===== src/sv/bitmap_set_clear_popcount_top_assert.svh =====
// Assertion macros used by the bit set store back end.
`ifndef BITMAP_SET_CLEAR_POPCOUNT_TOP_ASSERT_SVH
`define BITMAP_SET_CLEAR_POPCOUNT_TOP_ASSERT_SVH

// Property that must hold at every clock edge outside reset.
`define BSCP_ASSERT(label, clk, rst, prop) \
   label: assert property (@(posedge clk) disable iff (rst) prop) \
      else $error("bscp assertion failed");

// Consequence that must hold in the cycle after the antecedent.
`define BSCP_ASSERT_NEXT(label, clk, rst, ante, cons) \
   label: assert property (@(posedge clk) disable iff (rst) (ante) |=> (cons)) \
      else $error("bscp next-cycle assertion failed");

`endif


===== src/sv/bscp_pkg.sv =====
// Types and constants of the bit set store.
package bscp_pkg;

   localparam int WORD_IDX_W = 11;
   localparam int BIT_POS_W  = 5;
   localparam int PAGE_IDX_W = 5;
   localparam int PAGE_CNT_W = 12;
   localparam int TOTAL_W    = 16;

   typedef enum logic [1:0] {
      ACT_SET   = 2'd0,
      ACT_RESET = 2'd1,
      ACT_COUNT = 2'd2,
      ACT_CLEAR = 2'd3
   } action_type;

   typedef struct packed {
      action_type              action;
      logic                    oor;
      logic [WORD_IDX_W-1:0]   word;
      logic [BIT_POS_W-1:0]    bit_pos;
      logic [PAGE_IDX_W-1:0]   page;
   } cmd_type;

endpackage


===== src/sv/bscp_if.sv =====
// Request and response channel interfaces of the bit set store.
interface bscp_req_if;
   import bscp_pkg::*;

   logic                  valid;
   logic                  ready;
   action_type            action;
   logic [15:0]           bit_index;
   logic [PAGE_IDX_W-1:0] page_index;

   modport source (output valid, output action, output bit_index, output page_index,
                   input ready);
   modport sink   (input valid, input action, input bit_index, input page_index,
                   output ready);
endinterface



===== src/sv/bscp_front.sv =====
// Front end: accepts requests, classifies them and queues commands.
module bscp_front #(
   parameter int PAGE_WORDS  = 64,
   parameter int STORE_PAGES = 16
) (
   input  logic              clock,
   input  logic              reset,
   bscp_req_if.sink          req_bus,
   input  logic              init_busy,
   output bscp_pkg::cmd_type cmd,
   output logic              cmd_valid,
   input  logic              cmd_pop
);
   import bscp_pkg::*;

   localparam int unsigned STORE_WORDS = PAGE_WORDS * STORE_PAGES;

   cmd_type    q_ff [2];
   cmd_type    entry_in;
   logic [1:0] count_ff, count_in;
   logic       wr_ptr_ff, wr_ptr_in;
   logic       rd_ptr_ff, rd_ptr_in;
   logic       push;

   assign req_bus.ready = (count_ff != 2'd2) && !init_busy;
   assign push          = req_bus.valid && req_bus.ready;
   assign cmd_valid     = (count_ff != 2'd0);
   assign cmd           = q_ff[rd_ptr_ff];

   always_comb begin
      entry_in.action  = req_bus.action;
      entry_in.word    = req_bus.bit_index[15:BIT_POS_W];
      entry_in.bit_pos = req_bus.bit_index[BIT_POS_W-1:0];
      entry_in.page    = req_bus.page_index;
      case (req_bus.action) inside
         ACT_SET, ACT_RESET: entry_in.oor = (32'(entry_in.word) >= STORE_WORDS);
         ACT_COUNT:          entry_in.oor = (32'(req_bus.page_index) >= 32'(STORE_PAGES));
         default:            entry_in.oor = 1'b0;
      endcase
   end

   always_comb begin
      count_in  = count_ff + 2'(push) - 2'(cmd_pop);
      wr_ptr_in = wr_ptr_ff ^ push;
      rd_ptr_in = rd_ptr_ff ^ cmd_pop;
   end

   always_ff @(posedge clock) begin
      if (reset) begin
         count_ff  <= 2'd0;
         wr_ptr_ff <= 1'b0;
         rd_ptr_ff <= 1'b0;
      end else begin
         count_ff  <= count_in;
         wr_ptr_ff <= wr_ptr_in;
         rd_ptr_ff <= rd_ptr_in;
      end
      if (push) begin
         q_ff[wr_ptr_ff] <= entry_in;
      end
   end
endmodule


===== src/flat_wrapper.sv =====
// flat-port wrapper written by rule: the top's interface ports become plain ports
module bscp_front_flat import bscp_pkg::*;
#(
   parameter int PAGE_WORDS  = 64,
   parameter int STORE_PAGES = 16
)
  (clock, reset, init_busy, cmd, cmd_valid, cmd_pop, req_bus_valid, req_bus_action, req_bus_bit_index, req_bus_page_index, req_bus_ready);
  bscp_req_if req_bus_i ();
  input  logic clock;
  input  logic reset;
  input  logic init_busy;
  output bscp_pkg::cmd_type cmd;
  output logic cmd_valid;
  input  logic cmd_pop;
  input wire logic [$bits(req_bus_i.valid)-1:0] req_bus_valid;
  input wire logic [$bits(req_bus_i.action)-1:0] req_bus_action;
  input wire logic [$bits(req_bus_i.bit_index)-1:0] req_bus_bit_index;
  input wire logic [$bits(req_bus_i.page_index)-1:0] req_bus_page_index;
  output wire logic [$bits(req_bus_i.ready)-1:0] req_bus_ready;
  assign req_bus_i.valid = req_bus_valid;
  assign req_bus_i.action = req_bus_action;
  assign req_bus_i.bit_index = req_bus_bit_index;
  assign req_bus_i.page_index = req_bus_page_index;
  assign req_bus_ready = req_bus_i.ready;
  bscp_front #(.PAGE_WORDS(PAGE_WORDS), .STORE_PAGES(STORE_PAGES)) u_core (.clock(clock), .reset(reset), .req_bus(req_bus_i), .init_busy(init_busy), .cmd(cmd), .cmd_valid(cmd_valid), .cmd_pop(cmd_pop));
endmodule

===== config.mk =====
export PLATFORM = sky130hd
export DESIGN_NAME = bscp_front_flat
export DESIGN_NICKNAME = d
export VERILOG_FILES = /design/src/sv/bitmap_set_clear_popcount_top_assert.svh /design/src/sv/bscp_pkg.sv /design/src/sv/bscp_if.sv /design/src/sv/bscp_front.sv /design/src/flat_wrapper.sv
export SDC_FILE = /design/constraint.sdc
export NUM_CORES = 1
export LEC_CHECK = 0
export BUFFER_PORTS_ARGS = -buffer_cell sky130_fd_sc_hd__buf_4
export CORE_UTILIZATION = 25
export CTS_CLUSTER_DIAMETER = 120
export DETAILED_ROUTE_END_ITERATION = 16
export PLACE_DENSITY = 0.49
export REMOVE_ABC_BUFFERS = 1
export SYNTH_ARGS = -nofsm -noshare
export SYNTH_HDL_FRONTEND = slang
export SYNTH_SLANG_ARGS = --single-unit

===== constraint.sdc =====
create_clock -name clock -period 2.07 [get_ports clock]
set_input_delay 0.1035 -clock clock [delete_from_list [all_inputs] [get_ports clock]]
set_output_delay 0.1035 -clock clock [all_outputs]
set_load 0.01 [all_outputs]

Word level (Yosys, flattened, before mapping):

Memories as Yosys holds them, arrays and structs flattened. A register that Yosys moved wholly into a read port is not among the register bits.
Cells that the tools add are included.

* add/sub/neg operators: 2
* $mul: 0
* divide/modulo/power cells: 0
* order comparisons: 2
* eq/ne operators: 3
* shifts and indexed selects: 0
* muxes and demuxes: 5
* bitwise operators: 2
* reductions and logical operators: 6

Operators with widths (count)
* greater-or-equal comparator 11 bit, second input constant: 1
* greater-or-equal comparator 5 bit, second input constant: 1
* two-way mux 1 bit: 5
* adder 2 x 1 -> 2 bit: 1
* equality test 2 x 1 -> 1 bit, second input constant: 1
* equality test 2 bit, second input constant: 1
* logical AND 1 bit: 2
* logical NOT 2 bit: 1
* inequality test 2 bit, second input constant: 1
* nonzero test 2 bit: 1
* OR reduction 2 bit: 1
* subtractor 2 x 1 -> 2 bit: 1
* bitwise XOR 1 bit: 2
* logical NOT 1 bit: 1

* register bits: 4
* latch bits: 0
* bits in writable memories: 48
* bits in read-only memories: 0
* input bits: 28
* output and inout port bits: 26
* word-level logic and storage cells: 24
* memories: 1

Memories
* u_core.q_ff: words 2, width 24, read ports 1, clocked after Yosys merged registers in 1, wr ports 1, line bscp_front.sv:18 `cmd_type q_ff [2];`

Depth between registers and ports, before layout:

Gate-level depths: netlist of run 1.

* depth after elaboration: 5
* mapped depth: 6
* mapped depth without buffers: 6

Worst setup path after synthesis of run 1:

No wires, ideal clock.

* path type: register to register
* start point: reg u_core.count_ff[0]
* end point: mem u_core.q_ff[1][0] (netlist name) (enable)
* setup time: 383 ps
* arrival: 1433 ps
* required time: 1687 ps
* setup slack: 254 ps
* cell stages (with the launch flop): 4
* path buffers: 0
* clock period less this slack: 1816 ps
* cell sequence: dfxtp_1 -> inv_1 -> a211oi_1 -> ha_1

* word-level cells in the longest chain between the ends: 5

Ends and longest elaborated chain
* start, declared: line bscp_front.sv:20 `logic [1:0] count_ff, count_in;`
* start signal, assigned: line bscp_front.sv:54 `count_ff <= count_in;`
* inequality test 2 bit: line bscp_front.sv:25 `assign req_bus.ready = (count_ff != 2'd2) && !init_busy;`
* logical AND 1 bit: line bscp_front.sv:25
* logical AND 1 bit: line bscp_front.sv:26 `assign push = req_bus.valid && req_bus.ready;`
* two-way mux 1 bit: line bscp_front.sv:58 `if (push) begin`
* two-way mux 1 bit (not written as such): line bscp_front.sv:59 `q_ff[wr_ptr_ff] <= entry_in;`
* end, declared: line bscp_front.sv:18

Every way passes these cells.

Worst setup path after layout of run 1:

* start point: reg u_core.count_ff[0]
* end point: mem u_core.q_ff[0][19] (netlist name) (enable)

The elaborated chain is that of the path after synthesis.

==> results of run 1 <==
[registers in the layout, indices dropped and copies added, names as in the netlist]
register and cells:
u_core.q_ff 48, u_core.count_ff 2, u_core.rd_ptr_ff 1, u_core.wr_ptr_ff 1
[layer usage]
layer	global-route usage	vias to the layer above	wire, um
li1	-	538	-
met1	0.0955	533	1460
met2	0.161	39	1840
met3	0.0345	7	278
met4	0.0423	0	76
met5	0	-	0
[critical path: cells and delay by family, from the launching register on]
| family | cells | cell delay, ns |
|---|---|---|
| buffers and inverters | 2 | 0.39 |
| adder cells (fa/ha/maj) | 1 | 0.23 |
| flip-flops | 1 | 0.34 |
| AO/OA/AOI/OAI | 1 | 0.43 |
[through the flow]
step	total power, mW	hold WS (ns)
after detailed placement	1.68	0.293
after global placement	1.66	0.289
final	2.33	0.0838
after floorplan	1.49	0.170
after CTS	2.38	0.0736
after global routing	2.44	0.0837
[final timing paths]
check / from / endpoint / slack (ns) / cells past startpoint
min: cmd_pop / u_core.rd_ptr_ff / 0.08 / 3
max: u_core.count_ff[0] / u_core.q_ff[0][19] / 0.34 / 4
max reg2reg: u_core.count_ff[0] / u_core.q_ff[0][19] / 0.34 / 4
min reg2reg: u_core.wr_ptr_ff / u_core.wr_ptr_ff / 0.56 / 3
[power by group through the flow]
stage / registers [mW] / clock network [mW] / logic, mW
2_1_floorplan: 1.28 / 0 / 0.203
3_3_place_gp: 1.28 / 0 / 0.384
3_5_place_dp: 1.28 / 0 / 0.396
4_1_cts: 1.26 / 0.682 / 0.434
5_1_grt: 1.27 / 0.710 / 0.462
6_report: 1.26 / 0.649 / 0.425
[cell type report]
type	instances	area, sq um	area share
clock buffer	6	72.6	0.0248
clock inverter	2	35.0	0.0120
inverter	5	18.8	0.00642
multi-input combinational	39	472	0.161
sequential	52	1520	0.521
tap	102	128	0.0437
timing repair buffer	80	673	0.230
[layout by cell type, fill, tap and decap left out, types with 3 or more instances in the layout]
cell,count
buf_4,55
edfxtp_1,48
dlygate4sd3_1,24
mux2_4,19
inv_1,5
mux2_2,5
clkbuf_8,5
ha_1,4
nor2_1,3
dfxtp_1,3
[what timing repair did]
item,4_1_cts,5_1_grt
setup endpoints to repair,0,0
hold buffers,24,0
hold endpoints to repair,50,0
setup buffers,0,0
resized for setup,0,0
[kinds of logic after synthesis]
| kind of cell | after synthesis |
|---|---|
| flops | 52 |
| mux | 24 |
| buf+inv | 8 |
| simple gates | 6 |
| fa+ha+maj | 4 |
| compound gates | 3 |
| xor+xnor | 2 |
==> results.yml, run 1 <==
global_route:
  grt_max_degree: 25
  first_global_vias: 1224
  overflow: 0
  grtUsageTotal: 0.0912
  grt_pass1_wl_um: 5820
  antenna_found_initial: 0
yosys:
  yosys_warnings: 0
  synthMuxAreaShare: 0.166
  synth-edff-count: 48
  synth_seq_cells: 52
  syn_area_sq_um: 2060
  synth_compound_area_frac: 0.00849
  synth-xor-area-share: 0.0152
  yosysMostFrequentCell: "edfxtp_1"
  synth_top_cell_area_share: 0.699
  yosysTopAreaCell: "edfxtp_1"
  yosys-top-cells-area: "edfxtp_1, mux2_4, dfxtp_1, mux2_2, ha_1"
  synthAdderAreaFrac: 0.0243
  ys_types: 17
  yosysSeqAreaShare: 0.737
  ys.flop_type: "edfxtp_1"
  syn_area_per_cell_sq_um: 20.8
  synth-async-reset-ratio: 0
  synthCells: 99
  synthSimpleGateAreaFrac: 0.0152
  yosys-top-cells-count: "edfxtp_1, mux2_4, inv_1, mux2_2"
  synth_top_family_by_area: "multiplexers"
placement:
  dp_hpwl_um: 2550
  place.gp.congestion: 0.714
  placedCellCount: 254
  portBuffers: 53
  placed_cell_area_sq_um: 2570
  post-place-ws_ns: 0.330
pwr:
  intPower_mw: 1.84
  combPwrFrac: 0.182
  powerDensity_nw_per_um2: 798
  pwr-share-seq: 0.539
  vdd.ir_drop.worst_mv: 0.362
  leakagePower_nw: 1.15
  netSwitchingPower_mw: 0.489
  swShare: 0.210
  clkPwrFrac: 0.278
clock_network:
  clk_latency_ns: 0.29
  cts_tree: "yes"
  cts_root_buffer: "clkbuf_8"
  cts.htree.levels: 2
  clk_pin_slew_ns: 0.08
  clk_path_buf_depth: 2
  cts_buffers: 5
  clock-sinks: 52
critical_path:
  worstPathRequired_ns: 2.04
  end_kind: "flop"
  critical_path_class: "reg -> reg"
  slowest_delay_ns: 0.43
  slowest_stage: "a211oi_1"
  cp_max_fo: 24
  worst_setup_path_start_kind: "flop"
  arrival_ns: 1.69
  crit_path_cell_trace: "inv_1 -> a211oi_1 -> ha_1 -> buf_4"
die:
  design.die.area_sq_um: 8620
  initial_core_util: 0.263
  ios: 54
  core.rowCount: 32
  fp.dieW_um: 92.8
  coreArea_sq_um: 7850
  die_h_um: 92.8
timing:
  rsz0062_at_grt: "false"
  tightest_slew_ns: 0.449
  maxSlewHeadroom: 0.699
  finalCriticalPeriod_ns: 1.73
  skew_ns: 0.00345
  finalCritPeriodShare: 0.834
  setup_viol: 0
  fin_ws_ns: 0.343
  fmax_mhz: 579
  slew_violations: 0
  setup_tns_ns: 0
  hold_violations: 0
cells_and_area:
  final_nets: 215
  final_cells: 286
  syn_to_final_growth_pct: 41.6
  diodes: 0
  fin_util: 0.372
  final_cell_area_sq_um: 2920
  drive_above_1_share: 0.484
  nFillCells: 764
routing:
  dr.pass1.iters: 4
  drt_first_iter_violations: 28
  vias_per_cell: 3.91
  drc_errors: 0
  dr_total_vias: 1117
  drtAntennaViolNets: 0
  drt_wl_total_um: 3650
  wire_per_inst_um: 12.8
run:
  maxCapViolations: 0
status:
  run_status: "finished, final reports clean"
min_path:
  worst_hold_path_type: "in -> reg"
Note: power is estimated with default switching activity, not from simulation.
==> inputs of run 2 (changes only) <==
--- a/config.mk
+++ b/config.mk
@@ -5,11 +5,12 @@
 export SDC_FILE = /design/constraint.sdc
 export NUM_CORES = 1
 export LEC_CHECK = 0
+export ABC_AREA = 1
 export BUFFER_PORTS_ARGS = -buffer_cell sky130_fd_sc_hd__buf_4
 export CORE_UTILIZATION = 25
 export CTS_CLUSTER_DIAMETER = 120
 export DETAILED_ROUTE_END_ITERATION = 16
-export PLACE_DENSITY = 0.49
+export PLACE_DENSITY = 0.5
 export REMOVE_ABC_BUFFERS = 1
 export SYNTH_ARGS = -nofsm -noshare
 export SYNTH_HDL_FRONTEND = slang
==> constraint.sdc (replaced) <==
create_clock -name clock -period 1.5 [get_ports clock]
set_input_delay 0.075 -clock clock [delete_from_list [all_inputs] [get_ports clock]]
set_output_delay 0.075 -clock clock [all_outputs]
set_load 0.01 [all_outputs]
==> run 2 against run 1 <==
Net effect:
- final cell count increased by 3.5%
- synthesized cell count is 7.1% higher
- combinational power is 29% higher
- clock skew is 0.0019 ns higher
- sequential power rose by 34%
- area after synthesis grew 0.18%
- worst hold slack worse by 0.035 ns
- global-route usage is 0.32 points higher
- utilization is 0.19 points higher
- die area increased by 0.18%
- register-to-register slack lost 0.25 ns
- clock power grew 12%
- critical endpoint is now cmd[19]
==> results.yml, run 2 <==
cells_and_area:
  final_cell_area_sq_um: 2940
  syn_to_final_growth_pct: 42.1
  reg_top3: "u_core.q_ff: 48 flops, u_core.count_ff: 2 flops"
  diodes: 0
  layout.cells.most_common: "buf_4"
  mostFrequentLayoutCells: "buf_4, edfxtp_1, dlygate4sd3_1, mux2_4, inv_1"
  regMostFlops: "u_core.q_ff"
  final_cells: 296
  largest_reg_flops: 48
  drive_above_1_share: 0.469
  final_nets: 225
pwr:
  finalPower_mw: 2.96
  powerDensity_nw_per_um2: 1010
  leakagePower_nw: 1.16
  vdd.ir_drop.worst_mv: 0.313
yosys:
  yosys-top-cells-area: "edfxtp_1, mux2_4, dfxtp_1, mux2_2, ha_1"
  synth_top_family_by_area: "multiplexers"
  yosysSeqAreaShare: 0.736
  synth-async-reset-ratio: 0
  synth_top_cell_area_share: 0.697
  ys_types: 16
  synthCells: 106
  synthAdderAreaFrac: 0.0242
  ys.flop_type: "edfxtp_1"
  synth-xor-area-share: 0.00424
  syn_area_sq_um: 2070
  synth_seq_cells: 52
  yosysTopAreaCell: "edfxtp_1"
  yosys_warnings: 0
  syn_area_per_cell_sq_um: 19.5
  synthMuxAreaShare: 0.165
  yosys-top-cells-count: "edfxtp_1, mux2_4, inv_1, mux2_2"
  synthSimpleGateAreaFrac: 0.0236
  synth_compound_area_frac: 0.00726
  synth-edff-count: 48
  yosysMostFrequentCell: "edfxtp_1"
critical_path:
  worst_setup_path_start_kind: "flop"
  critPathCapture: "cmd[19]"
  r2r_end: "u_core.q_ff[1][18]"
  ff2ff_path_depth: 5
  cp_max_fo: 16
  critical_path_class: "reg -> out"
  worstPathRequired_ns: 1.42
  r2r-start: "u_core.count_ff[0]"
  r2r_slack_ns: 0.09
  arrival_ns: 1.36
  critPathLaunch: "u_core.rd_ptr_ff"
  slowest_delay_ns: 0.36
  crit_path_cell_trace: "buf_8 -> mux2_2 -> buf_4"
  slowest_stage: "dfxtp_2"
  end_kind: "output port"
placement:
  placedCellCount: 264
  placed_cell_area_sq_um: 2590
  dp_hpwl_um: 2880
  portBuffers: 53
  place.gp.congestion: 0.669
routing:
  drt_first_iter_violations: 65
  vias_per_cell: 3.97
  drc_errors: 0
  dr_total_vias: 1174
  wire_per_inst_um: 13.0
  drtAntennaViolNets: 0
  drt_wl_total_um: 3840
  dr.pass1.iters: 4
timing:
  finalCritPeriodShare: 0.957
  hold_slack_ns: 0.0484
  tightest_slew_ns: 0.226
  maxSlewHeadroom: 0.848
  setup_viol: 0
  skew_ns: 0.00535
  fmax_mhz: 697
  hold_violations: 0
  slew_violations: 0
  setup_tns_ns: 0
  finalCriticalPeriod_ns: 1.44
global_route:
  first_global_vias: 1270
  overflow: 0
  grt_pass1_wl_um: 6060
  grt_max_degree: 17
  grtUsageMet3: 0.0304
  grt_busiest_layer: "met2"
  antenna_found_initial: 0
  use_met2: 0.172
  grtUsageMet1: 0.0992
  grtUsageTotal: 0.0944
die:
  core.rowCount: 32
  ios: 54
  fp.dieW_um: 92.9
  design.die.area_sq_um: 8640
  initial_core_util: 0.263
  die_h_um: 92.9
  coreArea_sq_um: 7850
clock_network:
  clock-sinks: 52
  clk_latency_ns: 0.29
  clk_path_buf_depth: 2
  cts_tree: "yes"
  cts.htree.levels: 2
  clk_pin_slew_ns: 0.09
  cts_root_buffer: "clkbuf_8"
  cts_setup_buffers: 0
  cts_buffers: 5
min_path:
  hp-start: "cmd_pop"
  worst_hold_path_type: "in -> reg"
run:
  maxCapViolations: 0
status:
  run_status: "finished, final reports clean"
==> run 2: area by class of cell <==
| cell class | count | area (sq um) |
|---|---|---|
| timing repair buffer | 83 | 706 |
| sequential | 52 | 1520 |
| clock buffer | 6 | 72.6 |
| inverter | 8 | 30.0 |
| fill | 762 | 4910 |
| clock inverter | 2 | 11.3 |
| multi-input combinational | 43 | 467 |
| tap | 102 | 128 |
==> run 2: logic make-up after synthesis <==
logic type,after synthesis
mux,24
fa+ha+maj,4
xor+xnor,1
simple gates,11
compound gates,3
flops,52
buf+inv,11
==> run 2: worst min path at each step <==
stage / slack, ns / to / depth (start not counted)
after floorplan: 0.14 / u_core.wr_ptr_ff / 1
after global placement: 0.26 / u_core.q_ff[0][2] / 1
after detailed placement: 0.27 / u_core.q_ff[1][15] / 1
after CTS: 0.04 / u_core.rd_ptr_ff / 3
after global routing: 0.04 / u_core.rd_ptr_ff / 3
final: 0.05 / u_core.rd_ptr_ff / 3
==> run 2: through the flow <==
stage / utilization / setup WS [ns]
finish: 0.374 / 0.0647
global route: 0.374 / -0.00318
CTS: 0.371 / 0.0176
detailed placement: 0.330 / 0.0309
global placement: 0.330 / 0.0896
floorplan: - / -0.339
==> run 2: critical path: cells and delay by family, from the launching register on <==
kind                   cells  cell delay (ns)
muxes                      1             0.36
DFF                        1             0.36
buffers and inverters      2             0.34
==> run 2: power breakdown <==
part / total, mW / internal (mW) / switching, mW
logic: 0.549 / 0.320 / 0.229
registers: 1.69 / 1.66 / 0.0215
clock network: 0.728 / 0.324 / 0.404
total: 2.96 / 2.31 / 0.654
==> run 2: what timing repair did <==
action,4_1_cts,5_1_grt
gates resized for setup,1,6
hold buffers,24,0
hold endpoints to repair,49,0
endpoints found under the setup margin,2,50
==> run 2: routing by layer <==
layer,up-vias,routed length (um)
met2,40,1980
met3,4,243
met4,0,43
met5,-,0
li1,564,-
met1,566,1570
==> inputs of run 3 (changes only) <==
--- a/config.mk
+++ b/config.mk
@@ -7,10 +7,11 @@
 export LEC_CHECK = 0
 export ABC_AREA = 1
 export BUFFER_PORTS_ARGS = -buffer_cell sky130_fd_sc_hd__buf_4
-export CORE_UTILIZATION = 25
+export CORE_UTILIZATION = 35
 export CTS_CLUSTER_DIAMETER = 120
 export DETAILED_ROUTE_END_ITERATION = 16
-export PLACE_DENSITY = 0.5
+export GPL_TIMING_DRIVEN = 0
+export PLACE_DENSITY = 0.64
 export REMOVE_ABC_BUFFERS = 1
 export SYNTH_ARGS = -nofsm -noshare
 export SYNTH_HDL_FRONTEND = slang
==> run 3 against run 2 <==
Net effect:
- design area grew 1.8%
- wire length shrank 5.1%
- register-to-register slack better by 0.02 ns
- global-route usage up 3.0 points
- critical path type unchanged
==> results.yml, run 3 (same netlist as run 2, synthesis figures left out) <==
run:
  maxCapViolations: 0
cells_and_area:
  syn_to_final_growth_pct: 44.6
  final_nets: 229
  regMostFlops: "u_core.q_ff"
  fin_util: 0.533
  mostFrequentLayoutCells: "buf_4, edfxtp_1, dlygate4sd3_1, mux2_4, inv_1"
  drive_above_1_share: 0.495
  layout.cells.most_common: "buf_4"
  reg_top3: "u_core.q_ff: 48 flops, u_core.count_ff: 2 flops"
  largest_reg_flops: 48
  diodes: 0
routing:
  drt_wl_total_um: 3640
  wire_per_inst_um: 13.5
  drt_first_iter_violations: 39
  dr.pass1.iters: 3
  drc_errors: 0
  drtAntennaViolNets: 0
  vias_per_cell: 4.32
  dr_total_vias: 1167
critical_path:
  slowest_stage: "dfxtp_4"
  crit_path_cell_trace: "buf_8 -> mux2_4 -> buf_4"
  arrival_ns: 1.33
  slowest_delay_ns: 0.39
  cp.buffers_inverters: 2
  worst_setup_path_start_kind: "flop"
  cp_top_family: "flip-flops"
  critical_path_class: "reg -> out"
  worstPathRequired_ns: 1.42
  end_kind: "output port"
  cp_max_fo: 12
pwr:
  vdd.ir_drop.worst_mv: 0.571
  netSwitchingPower_mw: 0.686
  clkPwrFrac: 0.291
  leakagePower_nw: 1.20
  pwr-share-seq: 0.531
  intPower_mw: 2.50
  swShare: 0.216
  combPwrFrac: 0.177
  powerDensity_nw_per_um2: 1060
global_route:
  grtUsageTotal: 0.124
  first_global_vias: 1179
  overflow: 0
  grt_pass1_wl_um: 5600
  antenna_found_initial: 0
  grt_max_degree: 17
placement:
  place.gp.congestion: 0.666
  dp_hpwl_um: 2210
  portBuffers: 53
die:
  initial_core_util: 0.369
  coreArea_sq_um: 5610
  die_h_um: 78.9
  core.rowCount: 27
  design.die.area_sq_um: 6220
  ios: 54
  fp.dieW_um: 78.9
timing:
  rsz0062_at_grt: "false"
  tightest_slew_ns: 0.232
  fmax_mhz: 714
  hold_violations: 0
  slew_violations: 0
  skew_ns: 0.00676
  setup_tns_ns: 0
  setup_viol: 0
  finalCriticalPeriod_ns: 1.40
  finalCritPeriodShare: 0.934
  maxSlewHeadroom: 0.844
min_path:
  worst_hold_path_type: "in -> reg"
clock_network:
  cts_root_buffer: "clkbuf_8"
  clk_pin_slew_ns: 0.09
  clock-sinks: 52
  cts_buffers: 5
  cts_tree: "yes"
  clk_path_buf_depth: 2
  clk_latency_ns: 0.30
  cts.htree.levels: 2
status:
  run_status: "finished, final reports clean"
==> run 3: cell count changes in the layout (fill, tap and decap cells not counted), moves of 2 or more <==
cell   previous run  this run
ha_1              4         2
buf_6             4         2
ha_4              0         2
buf_4            54        59
==> run 3: final timing paths <==
kind	start	slack, ns	endpoint	cells after the start
max	u_core.rd_ptr_ff	0.1	cmd[20]	3
max reg2reg	u_core.count_ff[0]	0.11	u_core.q_ff[0][5]	5
min reg2reg	u_core.count_ff[1]	0.62	u_core.count_ff[1]	3
min	cmd_pop	0.03	u_core.rd_ptr_ff	3
==> run 3: area by class of cell <==
class                      instances  area [sq um]
clock buffer                       5          68.8
clock inverter                     3          42.5
fill                             479          2620
inverter                           8          30.0
multi-input combinational         43           492
sequential                        52          1530
tap                               72          90.1
timing repair buffer              87           741
==> run 3: metrics by stage <==
stage | area (sq um) | power, mW | hold WS (ns) | instances | setup WS (ns)
CTS | 2990 | 3.21 | 0.0205 | 270 | 0.00932
global route | 2990 | 3.32 | 0.0247 | 270 | 0.0276
finish | 2990 | 3.18 | 0.0332 | 270 | 0.0988
detailed placement | 2500 | 2.19 | 0.262 | 228 | -0.637
global placement | 2500 | 2.18 | 0.261 | 228 | -0.546
floorplan | 2020 | 1.97 | 0.142 | 103 | -0.339
==> run 3: worst reg2reg max path, cell delays in order (launching register included) <==
cell and delay, ns:
dfxtp_1 0.33, inv_1 0.07, a21oi_1 0.17, and2_4 0.21
ha_4 0.15, buf_6 0.17
==> run 3: power groups by stage <==
stage	Clock, mW	Combinational (mW)	Sequential, mW
2_1_floorplan	0	0.233	1.74
3_3_place_gp	0	0.426	1.75
3_5_place_dp	0	0.433	1.76
4_1_cts	0.952	0.571	1.69
5_1_grt	1.01	0.614	1.70
6_report	0.928	0.564	1.69
==> run 3: repair_timing <==
item,CTS,global route
resized for setup,5,2
setup endpoints to repair,72,37
buffers inserted,10,0
endpoints found under the hold margin,49,0
hold buffers,24,0
==> run 3: per-layer routing <==
layer	up-vias	share of wire	global-route usage
met5	-	0	0
met4	0	0.016	0.0545
met3	4	0.043	0.0276
met2	33	0.51	0.221
met1	558	0.44	0.144
li1	572	-	-
